[src/sv/fohpwm_pkg.sv]
// fohpwm_pkg: shared types, widths and codes for the FOH PWM compare update block.
// No dependencies; imported by fohpwm_div and foh_pwm_compare_update.
package fohpwm_pkg;

    localparam int NUM_CHANNELS = 3;
    localparam int CH_IDX_W     = $clog2(NUM_CHANNELS);

    localparam int SAMPLE_W  = 12;
    localparam int COUNTER_W = 16;
    localparam int SCALE_W   = 14;
    localparam int THRESH_W  = 16;

    // counter - sample, signed; its magnitude; slope terms
    localparam int DIFF_W     = COUNTER_W + 2;
    localparam int DIFF_MAG_W = COUNTER_W + 1;
    localparam int SLOPE_W    = 16;

    // divider operand widths: |num| < 2^31, |slope| < 2^15
    localparam int NUM_W = DIFF_MAG_W + SCALE_W;
    localparam int DEN_W = SLOPE_W - 1;

    localparam int ADDR_W = 3;
    localparam int DATA_W = 32;

    localparam logic [SCALE_W-1:0]  HOLD_SCALE_RST = SCALE_W'(3000);
    localparam logic [THRESH_W-1:0] REJECT_RST     = '0;

    // register index codes (byte address bit 2)
    typedef enum logic
    {
        REG_HOLD_SCALE = 1'b0,
        REG_REJECT     = 1'b1
    } reg_idx_t;

    typedef enum logic [2:0]
    {
        ST_IDLE,
        ST_MUL,
        ST_DIV,
        ST_FIN,
        ST_OUT
    } state_t;

    typedef struct packed
    {
        logic [SAMPLE_W-1:0]  sample;
        logic [COUNTER_W-1:0] counter_a;
        logic                 up_a;
        logic [COUNTER_W-1:0] counter_b;
        logic                 up_b;
        logic [COUNTER_W-1:0] counter_c;
        logic                 up_c;
    } item_t;

    typedef struct packed
    {
        logic [COUNTER_W-1:0] compare_a;
        logic                 write_a;
        logic [COUNTER_W-1:0] compare_b;
        logic                 write_b;
        logic [COUNTER_W-1:0] compare_c;
        logic                 write_c;
    } result_t;

endpackage

[src/sv/fohpwm_div.sv]
// fohpwm_div: unsigned restoring divider, one quotient bit per cycle.
// Depends on fohpwm_pkg for default operand widths.
module fohpwm_div
    import fohpwm_pkg::*;
#(
    parameter int NUM_BITS = NUM_W,
    parameter int DEN_BITS = DEN_W
)
(
    input  logic                clk,
    input  logic                rst_n,
    input  logic                start,
    input  logic [NUM_BITS-1:0] num,
    input  logic [DEN_BITS-1:0] den,
    output logic                done,
    output logic [NUM_BITS-1:0] quo
);

    localparam int CNT_W = $clog2(NUM_BITS + 1);

    logic                busy_reg, busy_next;
    logic                done_reg, done_next;
    logic [CNT_W-1:0]    cnt_reg, cnt_next;
    logic [DEN_BITS-1:0] rem_reg, rem_next;
    logic [NUM_BITS-1:0] quo_reg, quo_next;
    logic [DEN_BITS-1:0] den_reg, den_next;

    logic [DEN_BITS:0]   shifted;
    logic [DEN_BITS+1:0] trial;
    logic                fits;

    // trial subtract of the divisor from the shifted partial remainder
    always_comb
    begin
        shifted = {rem_reg, quo_reg[NUM_BITS-1]};
        trial   = {1'b0, shifted} - {2'b00, den_reg};
        fits    = ~trial[DEN_BITS+1];
    end

    always_comb
    begin
        busy_next = busy_reg;
        cnt_next  = cnt_reg;
        rem_next  = rem_reg;
        quo_next  = quo_reg;
        den_next  = den_reg;
        done_next = 1'b0;
        if (start)
        begin
            busy_next = 1'b1;
            cnt_next  = CNT_W'(NUM_BITS);
            rem_next  = '0;
            quo_next  = num;
            den_next  = den;
        end
        else if (busy_reg)
        begin
            rem_next = fits ? trial[DEN_BITS-1:0] : shifted[DEN_BITS-1:0];
            quo_next = {quo_reg[NUM_BITS-2:0], fits};
            cnt_next = cnt_reg - CNT_W'(1);
            if (cnt_reg == CNT_W'(1))
            begin
                busy_next = 1'b0;
                done_next = 1'b1;
            end
        end
    end

    always_ff @(posedge clk or negedge rst_n)
    begin
        if (!rst_n)
        begin
            busy_reg <= 1'b0;
            done_reg <= 1'b0;
            cnt_reg  <= '0;
        end
        else
        begin
            busy_reg <= busy_next;
            done_reg <= done_next;
            cnt_reg  <= cnt_next;
        end
    end

    always_ff @(posedge clk)
    begin
        rem_reg <= rem_next;
        quo_reg <= quo_next;
        den_reg <= den_next;
    end

    assign done = done_reg;
    assign quo  = quo_reg;

endmodule

[src/sv/foh_pwm_compare_update.sv]
// foh_pwm_compare_update: top level of the first-order-hold PWM compare update block.
// Depends on fohpwm_pkg and fohpwm_div.
//
// Each transfer on the item channel brings a 12-bit sample plus counter value and
// count direction for three PWM carriers; each transfer on the result channel
// returns one new compare value and write flag per carrier. The slope term is
// sample - previous sample - hold_scale (counting up) or that plus 2*hold_scale
// (counting down); the offset is (counter - sample) * hold_scale / slope,
// truncated toward zero, and the compare value is counter +/- offset, cut to
// 16 bits. A channel is flagged for writing only if the offset is above
// reject_threshold and the slope is non-zero; otherwise its compare value is 0.
// Channels are worked one after another through a single multiplier and a
// shared restoring divider: per channel a multiply step, the division and a
// finishing step, and an item occupies the block from acceptance until the
// next item can be taken (shorter when a slope is zero and the division is
// skipped). The divider yields one quotient bit per clock. item_stall stays high
// while an item is being worked. The result
// sits in an output register, so a new item is accepted while the previous
// result still waits; the block only holds back at the end of an item if that
// register has not yet been emptied. The previous sample resets to 0.
// Registers (APB, byte addresses): 0x0 hold_scale (14 bits, reset 3000),
// 0x4 reject_threshold (16 bits, reset 0). Write them only when idle.
module foh_pwm_compare_update
    import fohpwm_pkg::*;
(
    input  logic              clk,
    input  logic              rst_n,

    input  logic              item_valid,
    output logic              item_stall,
    input  item_t             item,

    output logic              result_valid,
    input  logic              result_stall,
    output result_t           result,

    input  logic              psel,
    input  logic              penable,
    input  logic              pwrite,
    input  logic [ADDR_W-1:0] paddr,
    input  logic [DATA_W-1:0] pwdata,
    output logic [DATA_W-1:0] prdata,
    output logic              pready
);

    // ---------------------------------------------------------------
    // Configuration registers
    // ---------------------------------------------------------------
    logic [SCALE_W-1:0]  hold_scale_reg;
    logic [THRESH_W-1:0] reject_reg;
    reg_idx_t            reg_idx;
    logic                cfg_wr;

    assign pready  = 1'b1;
    assign reg_idx = reg_idx_t'(paddr[2]);
    assign cfg_wr  = psel & penable & pwrite;

    always_comb
    begin
        unique case (reg_idx)
            REG_HOLD_SCALE: prdata = DATA_W'(hold_scale_reg);
            REG_REJECT:     prdata = DATA_W'(reject_reg);
            default:        prdata = '0;
        endcase
    end

    // ---------------------------------------------------------------
    // Sequencer state and captured item
    // ---------------------------------------------------------------
    state_t                state_reg, state_next;
    logic [CH_IDX_W-1:0]   ch_reg, ch_next;
    logic                  result_valid_reg, result_valid_next;
    logic [SAMPLE_W-1:0]   last_sample_reg;

    logic [SAMPLE_W-1:0]   sample_reg;
    logic [COUNTER_W-1:0]  counter_reg [NUM_CHANNELS];
    logic                  up_reg      [NUM_CHANNELS];
    logic [SLOPE_W-1:0]    slope_up_reg, slope_dn_reg;
    logic                  zero_reg;
    logic                  quot_neg_reg;
    logic [COUNTER_W-1:0]  cmp_reg     [NUM_CHANNELS];
    logic                  wr_reg      [NUM_CHANNELS];
    result_t               result_reg;

    logic [COUNTER_W-1:0]  item_counter [NUM_CHANNELS];
    logic                  item_up      [NUM_CHANNELS];

    // control strobes
    logic accept, div_start, fin_en, out_load, out_free, last_ch;

    // ---------------------------------------------------------------
    // Datapath
    // ---------------------------------------------------------------
    logic [SLOPE_W-1:0]    sample_delta;
    logic [SLOPE_W-1:0]    slope_up_new, slope_dn_new;
    logic [COUNTER_W-1:0]  cur_counter;
    logic                  cur_up;
    logic [DIFF_W-1:0]     diff;
    logic [DIFF_W-1:0]     diff_abs;
    logic [DIFF_MAG_W-1:0] diff_mag;
    logic [NUM_W-1:0]      product;
    logic [SLOPE_W-1:0]    slope_sel;
    logic [SLOPE_W-1:0]    slope_abs;
    logic                  slope_zero;
    logic                  div_done;
    logic [NUM_W-1:0]      div_quo;
    logic                  fin_write;
    logic [COUNTER_W-1:0]  fin_cmp;

    always_comb
    begin
        item_counter[0] = item.counter_a;
        item_up[0]      = item.up_a;
        item_counter[1] = item.counter_b;
        item_up[1]      = item.up_b;
        item_counter[2] = item.counter_c;
        item_up[2]      = item.up_c;
    end

    // slopes fit 16 signed bits for every register setting
    always_comb
    begin
        sample_delta = SLOPE_W'(item.sample) - SLOPE_W'(last_sample_reg);
        slope_up_new = sample_delta - SLOPE_W'(hold_scale_reg);
        slope_dn_new = sample_delta + SLOPE_W'(hold_scale_reg);
    end

    // multiply step: |counter - sample| * hold_scale, sign kept aside
    always_comb
    begin
        cur_counter = counter_reg[ch_reg];
        cur_up      = up_reg[ch_reg];
        diff        = DIFF_W'(cur_counter) - DIFF_W'(sample_reg);
        diff_abs    = diff[DIFF_W-1] ? (DIFF_W'(0) - diff) : diff;
        diff_mag    = diff_abs[DIFF_MAG_W-1:0];
        product     = NUM_W'(diff_mag) * NUM_W'(hold_scale_reg);
        slope_sel   = cur_up ? slope_up_reg : slope_dn_reg;
        slope_abs   = slope_sel[SLOPE_W-1] ? (SLOPE_W'(0) - slope_sel) : slope_sel;
        slope_zero  = (slope_sel == '0);
    end

    fohpwm_div
    #(
        .NUM_BITS (NUM_W),
        .DEN_BITS (DEN_W)
    )
    u_div
    (
        .clk   (clk),
        .rst_n (rst_n),
        .start (div_start),
        .num   (product),
        .den   (slope_abs[DEN_W-1:0]),
        .done  (div_done),
        .quo   (div_quo)
    );

    // finish step: a negative quotient never beats the (non-negative) threshold
    always_comb
    begin
        fin_write = ~zero_reg & ~quot_neg_reg & (div_quo > NUM_W'(reject_reg));
        if (!fin_write)
            fin_cmp = '0;
        else if (cur_up)
            fin_cmp = cur_counter + div_quo[COUNTER_W-1:0];
        else
            fin_cmp = cur_counter - div_quo[COUNTER_W-1:0];
    end

    // ---------------------------------------------------------------
    // Sequencer
    // ---------------------------------------------------------------
    assign out_free = ~result_valid_reg | ~result_stall;
    assign last_ch  = (ch_reg == CH_IDX_W'(NUM_CHANNELS - 1));

    always_comb
    begin
        state_next = state_reg;
        unique case (state_reg)
            ST_IDLE:
                if (item_valid)
                    state_next = ST_MUL;
            ST_MUL:
                state_next = slope_zero ? ST_FIN : ST_DIV;
            ST_DIV:
                if (div_done)
                    state_next = ST_FIN;
            ST_FIN:
                state_next = last_ch ? ST_OUT : ST_MUL;
            ST_OUT:
                if (out_free)
                    state_next = ST_IDLE;
            default:
                state_next = ST_IDLE;
        endcase
    end

    always_comb
    begin
        accept    = (state_reg == ST_IDLE) & item_valid;
        div_start = (state_reg == ST_MUL) & ~slope_zero;
        fin_en    = (state_reg == ST_FIN);
        out_load  = (state_reg == ST_OUT) & out_free;

        ch_next = ch_reg;
        if (accept)
            ch_next = '0;
        else if (fin_en && !last_ch)
            ch_next = ch_reg + CH_IDX_W'(1);

        if (out_load)
            result_valid_next = 1'b1;
        else if (!result_stall)
            result_valid_next = 1'b0;
        else
            result_valid_next = result_valid_reg;
    end

    assign item_stall   = (state_reg != ST_IDLE);
    assign result_valid = result_valid_reg;
    assign result       = result_reg;

    always_ff @(posedge clk or negedge rst_n)
    begin
        if (!rst_n)
        begin
            state_reg        <= ST_IDLE;
            ch_reg           <= '0;
            result_valid_reg <= 1'b0;
            last_sample_reg  <= '0;
            hold_scale_reg   <= HOLD_SCALE_RST;
            reject_reg       <= REJECT_RST;
        end
        else
        begin
            state_reg        <= state_next;
            ch_reg           <= ch_next;
            result_valid_reg <= result_valid_next;
            // previous sample moves on once the whole item is done
            if (out_load)
                last_sample_reg <= sample_reg;
            if (cfg_wr && reg_idx == REG_HOLD_SCALE)
                hold_scale_reg <= pwdata[SCALE_W-1:0];
            if (cfg_wr && reg_idx == REG_REJECT)
                reject_reg <= pwdata[THRESH_W-1:0];
        end
    end

    // payload registers
    always_ff @(posedge clk)
    begin
        if (accept)
        begin
            sample_reg   <= item.sample;
            slope_up_reg <= slope_up_new;
            slope_dn_reg <= slope_dn_new;
            for (int i = 0; i < NUM_CHANNELS; i++)
            begin
                counter_reg[i] <= item_counter[i];
                up_reg[i]      <= item_up[i];
            end
        end
        if (state_reg == ST_MUL)
        begin
            zero_reg     <= slope_zero;
            quot_neg_reg <= diff[DIFF_W-1] ^ slope_sel[SLOPE_W-1];
        end
        if (fin_en)
        begin
            cmp_reg[ch_reg] <= fin_cmp;
            wr_reg[ch_reg]  <= fin_write;
        end
        if (out_load)
        begin
            result_reg.compare_a <= cmp_reg[0];
            result_reg.write_a   <= wr_reg[0];
            result_reg.compare_b <= cmp_reg[1];
            result_reg.write_b   <= wr_reg[1];
            result_reg.compare_c <= cmp_reg[2];
            result_reg.write_c   <= wr_reg[2];
        end
    end

endmodule
[config.mk]
export PLATFORM = sky130hd
export DESIGN_NAME = foh_pwm_compare_update
export DESIGN_NICKNAME = d
export VERILOG_FILES = /design/src/sv/fohpwm_pkg.sv /design/src/sv/fohpwm_div.sv /design/src/sv/foh_pwm_compare_update.sv
export SDC_FILE = /design/constraint.sdc
export NUM_CORES = 1
export LEC_CHECK = 0
export ABC_AREA = 1
export ABC_CLOCK_PERIOD_IN_PS = 11600
export BUFFER_PORTS_ARGS = -buffer_cell sky130_fd_sc_hd__clkbuf_2
export CORE_MARGIN = 2
export CORE_UTILIZATION = 50
export DETAILED_ROUTE_END_ITERATION = 8
export PLACE_DENSITY_LB_ADDON = 0.3
export SLEW_MARGIN = 20
export SYNTH_ARGS = -nofsm -noshare
export SYNTH_HDL_FRONTEND = slang
export SYNTH_HIERARCHICAL = 1
export SYNTH_SLANG_ARGS = --single-unit
[constraint.sdc]
create_clock -name clk -period 11.6 [get_ports clk]
set_clock_uncertainty 0.2 [all_clocks]
set_input_delay 0.58 -clock clk [delete_from_list [all_inputs] [get_ports clk]]
set_output_delay 0.58 -clock clk [all_outputs]
set_load 0.02 [all_outputs]
==> metrics.txt <==
# TYPE chip_impl_metric gauge
chip_impl_info{name="cp_common_cell",value="nand2_1"} 1
chip_impl_metric{name="timing.final.crit_share",unit="%"} 87.6
chip_impl_metric{name="synth-async-reset-ratio",unit="%"} 17.5
chip_impl_metric{name="initial_antenna_violation_count",unit=""} 1
chip_impl_metric{name="holdPathStages",unit=""} 1
chip_impl_metric{name="grt_remaining_overflow",unit=""} 0
chip_impl_info{name="crit_path_start_kind",value="flip-flop"} 1
chip_impl_metric{name="die_h",unit="um"} 231
chip_impl_metric{name="rows",unit=""} 83
chip_impl_metric{name="wirelength_met1",unit="um"} 29400
chip_impl_info{name="synth.cells.most_frequent",value="713 x nand2_1, 509 x inv_1, 244 x edfxtp_1, 244 x nor2_1, 203 x ha_1"} 1
chip_impl_metric{name="layout.nets",unit=""} 3637
chip_impl_metric{name="clock_insertion_delay_worst_skew",unit="ns"} 0.54
chip_impl_metric{name="detail_route.first_pass.iterations",unit=""} 6
chip_impl_metric{name="num_io_pins",unit=""} 191
chip_impl_metric{name="drt_iter0_markers",unit=""} 1613
chip_impl_metric{name="max_cap_viol_count",unit=""} 0
chip_impl_metric{name="cts_post_setup_buffers_inserted",unit=""} 0
chip_impl_metric{name="tns",unit="ns"} 0
chip_impl_info{name="end_kind",value="flip-flop"} 1
chip_impl_metric{name="dr_wl_met2",unit="um"} 33800
chip_impl_metric{name="gr-usage-all-layers",unit="%"} 27.3
chip_impl_metric{name="grt_start_max_net_pins",unit=""} 95
chip_impl_info{name="clk_root_buffer_cell",value="clkbuf_16"} 1
chip_impl_metric{name="layout-drive-gt1-share",unit="%"} 10.0
chip_impl_metric{name="die_width",unit="um"} 231
chip_impl_info{name="cts_tree",value="done"} 1
chip_impl_info{name="grt_setup_unrepaired",value="false"} 1
chip_impl_metric{name="synth_edf_count",unit=""} 244
chip_impl_metric{name="path_max_fanout",unit=""} 21
chip_impl_metric{name="crit_required",unit="ns"} 11.67
chip_impl_metric{name="cts_clk_pin_slew_worst_paths",unit="ns"} 0.07
chip_impl_metric{name="stage_delay_of_the_slowest_cell_on_the_critical_path",unit="ns"} 0.83
chip_impl_metric{name="count_of_warnings_emitted_by_yosys",unit=""} 6
chip_impl_metric{name="via_count",unit=""} 20700
chip_impl_metric{name="critPathArrivalTime",unit="ns"} 10.23
chip_impl_metric{name="rr_worst_depth",unit=""} 36
chip_impl_metric{name="cts_htree_levels",unit=""} 2
chip_impl_metric{name="max-slew-margin-rel",unit="%"} 29.8
chip_impl_metric{name="drt.antenna.violating_nets",unit=""} 0
chip_impl_info{name="synth_flop_cell",value="edfxtp_1"} 1
chip_impl_metric{name="tritoncts.num_buffers",unit=""} 34
chip_impl_metric{name="numPlacedInstances",unit=""} 3774
chip_impl_metric{name="gp_congestion",unit=""} 0.939
chip_impl_metric{name="via_count_of_the_first_global_routing_pass",unit=""} 20800
chip_impl_info{name="result_of_the_run",value="finished clean"} 1
chip_impl_metric{name="drc",unit=""} 0
chip_impl_metric{name="floorplan.core_area",unit="um^2"} 51200
chip_impl_metric{name="grt_first_pass_wirelength",unit="um"} 113000
chip_impl_metric{name="port-buffer-count",unit=""} 155
chip_impl_info{name="worst-setup-path-type",value="reg2reg"} 1
chip_impl_metric{name="viasPerCell",unit=""} 5.36
chip_impl_metric{name="setup_viol",unit=""} 0
chip_impl_metric{name="insertedDiodeCount",unit=""} 0
chip_impl_metric{name="filler_cell_count",unit=""} 4633
chip_impl_metric{name="min_period",unit="ns"} 10.16
chip_impl_metric{name="instances_no_fill",unit=""} 3851
chip_impl_metric{name="yosys_register_bits",unit=""} 314
chip_impl_metric{name="route.final.wire_length",unit="um"} 71600
chip_impl_metric{name="area_delta_synth_final",unit="%"} 10.1
chip_impl_metric{name="synth_cells",unit=""} 2985
chip_impl_info{name="min_path_type",value="in2reg"} 1
chip_impl_metric{name="avgRoutedWirePerCell",unit="um"} 18.6
chip_impl_metric{name="timing.final.hold_violations",unit=""} 0
chip_impl_metric{name="maxClockFrequency",unit="MHz"} 98.4
chip_impl_metric{name="die-area",unit="um^2"} 53500
chip_impl_metric{name="post_synth.cell_area_avg",unit="um^2"} 8.65
chip_impl_metric{name="clock_sink_count",unit=""} 314
chip_impl_info{name="post-synth-top-count-cell",value="nand2_1"} 1
chip_impl_metric{name="synth_cell_types",unit=""} 67
chip_impl_metric{name="timing_worst_slew_pin_value",unit="ns"} 1.05
chip_impl_metric{name="synthDominantCellAreaShare",unit="%"} 28.4
chip_impl_metric{name="clk_path_buf_depth",unit=""} 3
chip_impl_info{name="critical_path.slowest_cell",value="dfrtp_1"} 1
chip_impl_metric{name="largest_register_ffs",unit=""} 51
chip_impl_metric{name="seq_area_frac_synth",unit="%"} 34.9
chip_impl_info{name="highest_layer",value="met5"} 1
chip_impl_metric{name="netlist_area",unit="um^2"} 25800
chip_impl_metric{name="dpl.hpwl",unit="um"} 55800
chip_impl_metric{name="floorplan.initialDensity",unit="%"} 50.4
chip_impl_info{name="post-synth-top-area-cell",value="edfxtp_1"} 1
chip_impl_info{name="synth.area.top_cells",value="edfxtp_1 28%, fa_1 14%, nand2_1 10%, ha_1 9.8%, inv_1 7.4%"} 1
chip_impl_metric{name="dr_wl_met3",unit="um"} 5120
chip_impl_metric{name="final_max_slew_viol_count",unit=""} 0
==> kinds of logic (layout without fill, tap and decap cells) <==
logic type      after synthesis  count (layout)  synth area share (%)
mux                           1               1                0.0436
other cells                   2              31                0.0291
fa+ha+maj                   386             386                  24.0
xor+xnor                    106             106                  3.62
simple gates               1240            1240                  20.8
flops                       314             314                  34.9
compound gates              327             327                  7.11
buf+inv                     609             766                  9.46
==> worst paths after layout <==
| path | slack, ns | startpoint | end |
|---|---|---|---|
| setup / recovery | 1.44 | ch_reg[0]$_DFFE_PN0P_ | u_div/quo[28]$_DFFE_PP_ |
| hold / removal | 0.02 | item[37] | counter_reg[0][2]$_DFFE_PP_ |
| setup reg to reg | 1.44 | ch_reg[0]$_DFFE_PN0P_ | u_div/quo[28]$_DFFE_PP_ |
| hold reg to reg | 0.22 | cmp_reg[1][11]$_DFFE_PP_ | result[29]$_DFFE_PP_ |
| max in group asynchronous | 10.63 | rst_n | hold_scale_reg[6]$_DFFE_PN0P_ |
| min in group asynchronous | 0.03 | rst_n | state_reg[0]$_DFFE_PN0P_ |
==> metal layers <==
metal  track usage [%]  vias up
li1                  -     9803
met1              35.5     9912
met2              45.4      766
met3              4.11      171
met4              11.6        2
met5                 0        -
==> cell type report <==
class / instances / area, um^2 / share of cell area [%]
multi-input cells: 2091 / 14500 / 51.0
well taps: 680 / 851 / 2.99
flip-flops and latches: 314 / 9010 / 31.7
repair buffers: 181 / 1010 / 3.57
inverters: 524 / 1970 / 6.92
clock inverters: 21 / 181 / 0.638
clock buffers: 40 / 903 / 3.18
==> critical path, delay by kind of cell, from the launching register on <==
kind	cells	cell delay, ns
buf+inv	8	1.07
simple gates	15	2.08
flops	1	0.83
xor+xnor	1	0.65
fa+ha+maj	8	3.83
compound gates	4	1.19
==> through the flow <==
stage,hold slack [ns],utilization [%],area (um^2),worst slack [ns]
after floorplan,0.0844,-,25900,3.61
after global placement,0.203,53.1,27200,1.79
after detailed placement,0.205,53.1,27200,1.48
after CTS,0.00119,55.5,28400,1.45
after global routing,0.00214,55.5,28400,0.789
final,0.0198,55.5,28400,1.44
==> layout by cell type, fill, tap and decap left out, types with 19 or more instances in the layout <==
| master | count |
|---|---|
| a21oi_1 | 138 |
| nand4_1 | 34 |
| inv_1 | 508 |
| o21ai_0 | 122 |
| nor3_1 | 22 |
| nand2_1 | 712 |
| xor2_1 | 82 |
| nor2_1 | 243 |
| nand2_2 | 19 |
| xnor2_1 | 23 |
| edfxtp_1 | 244 |
| clkbuf_2 | 154 |
| dfrtp_1 | 48 |
| conb_1 | 31 |
| nand3_1 | 137 |
| ha_1 | 203 |
| clkbuf_16 | 34 |
| fa_1 | 183 |
==> timing repair <==
action / 4_1_cts / 5_1_grt
endpoints found under the hold margin: 15 / 1
hold buffers: 15 / 1
resized for setup: 0 / 0
Power is not shown: default switching activity piles up to over one toggle a cycle in this logic, so the estimate is an artifact.
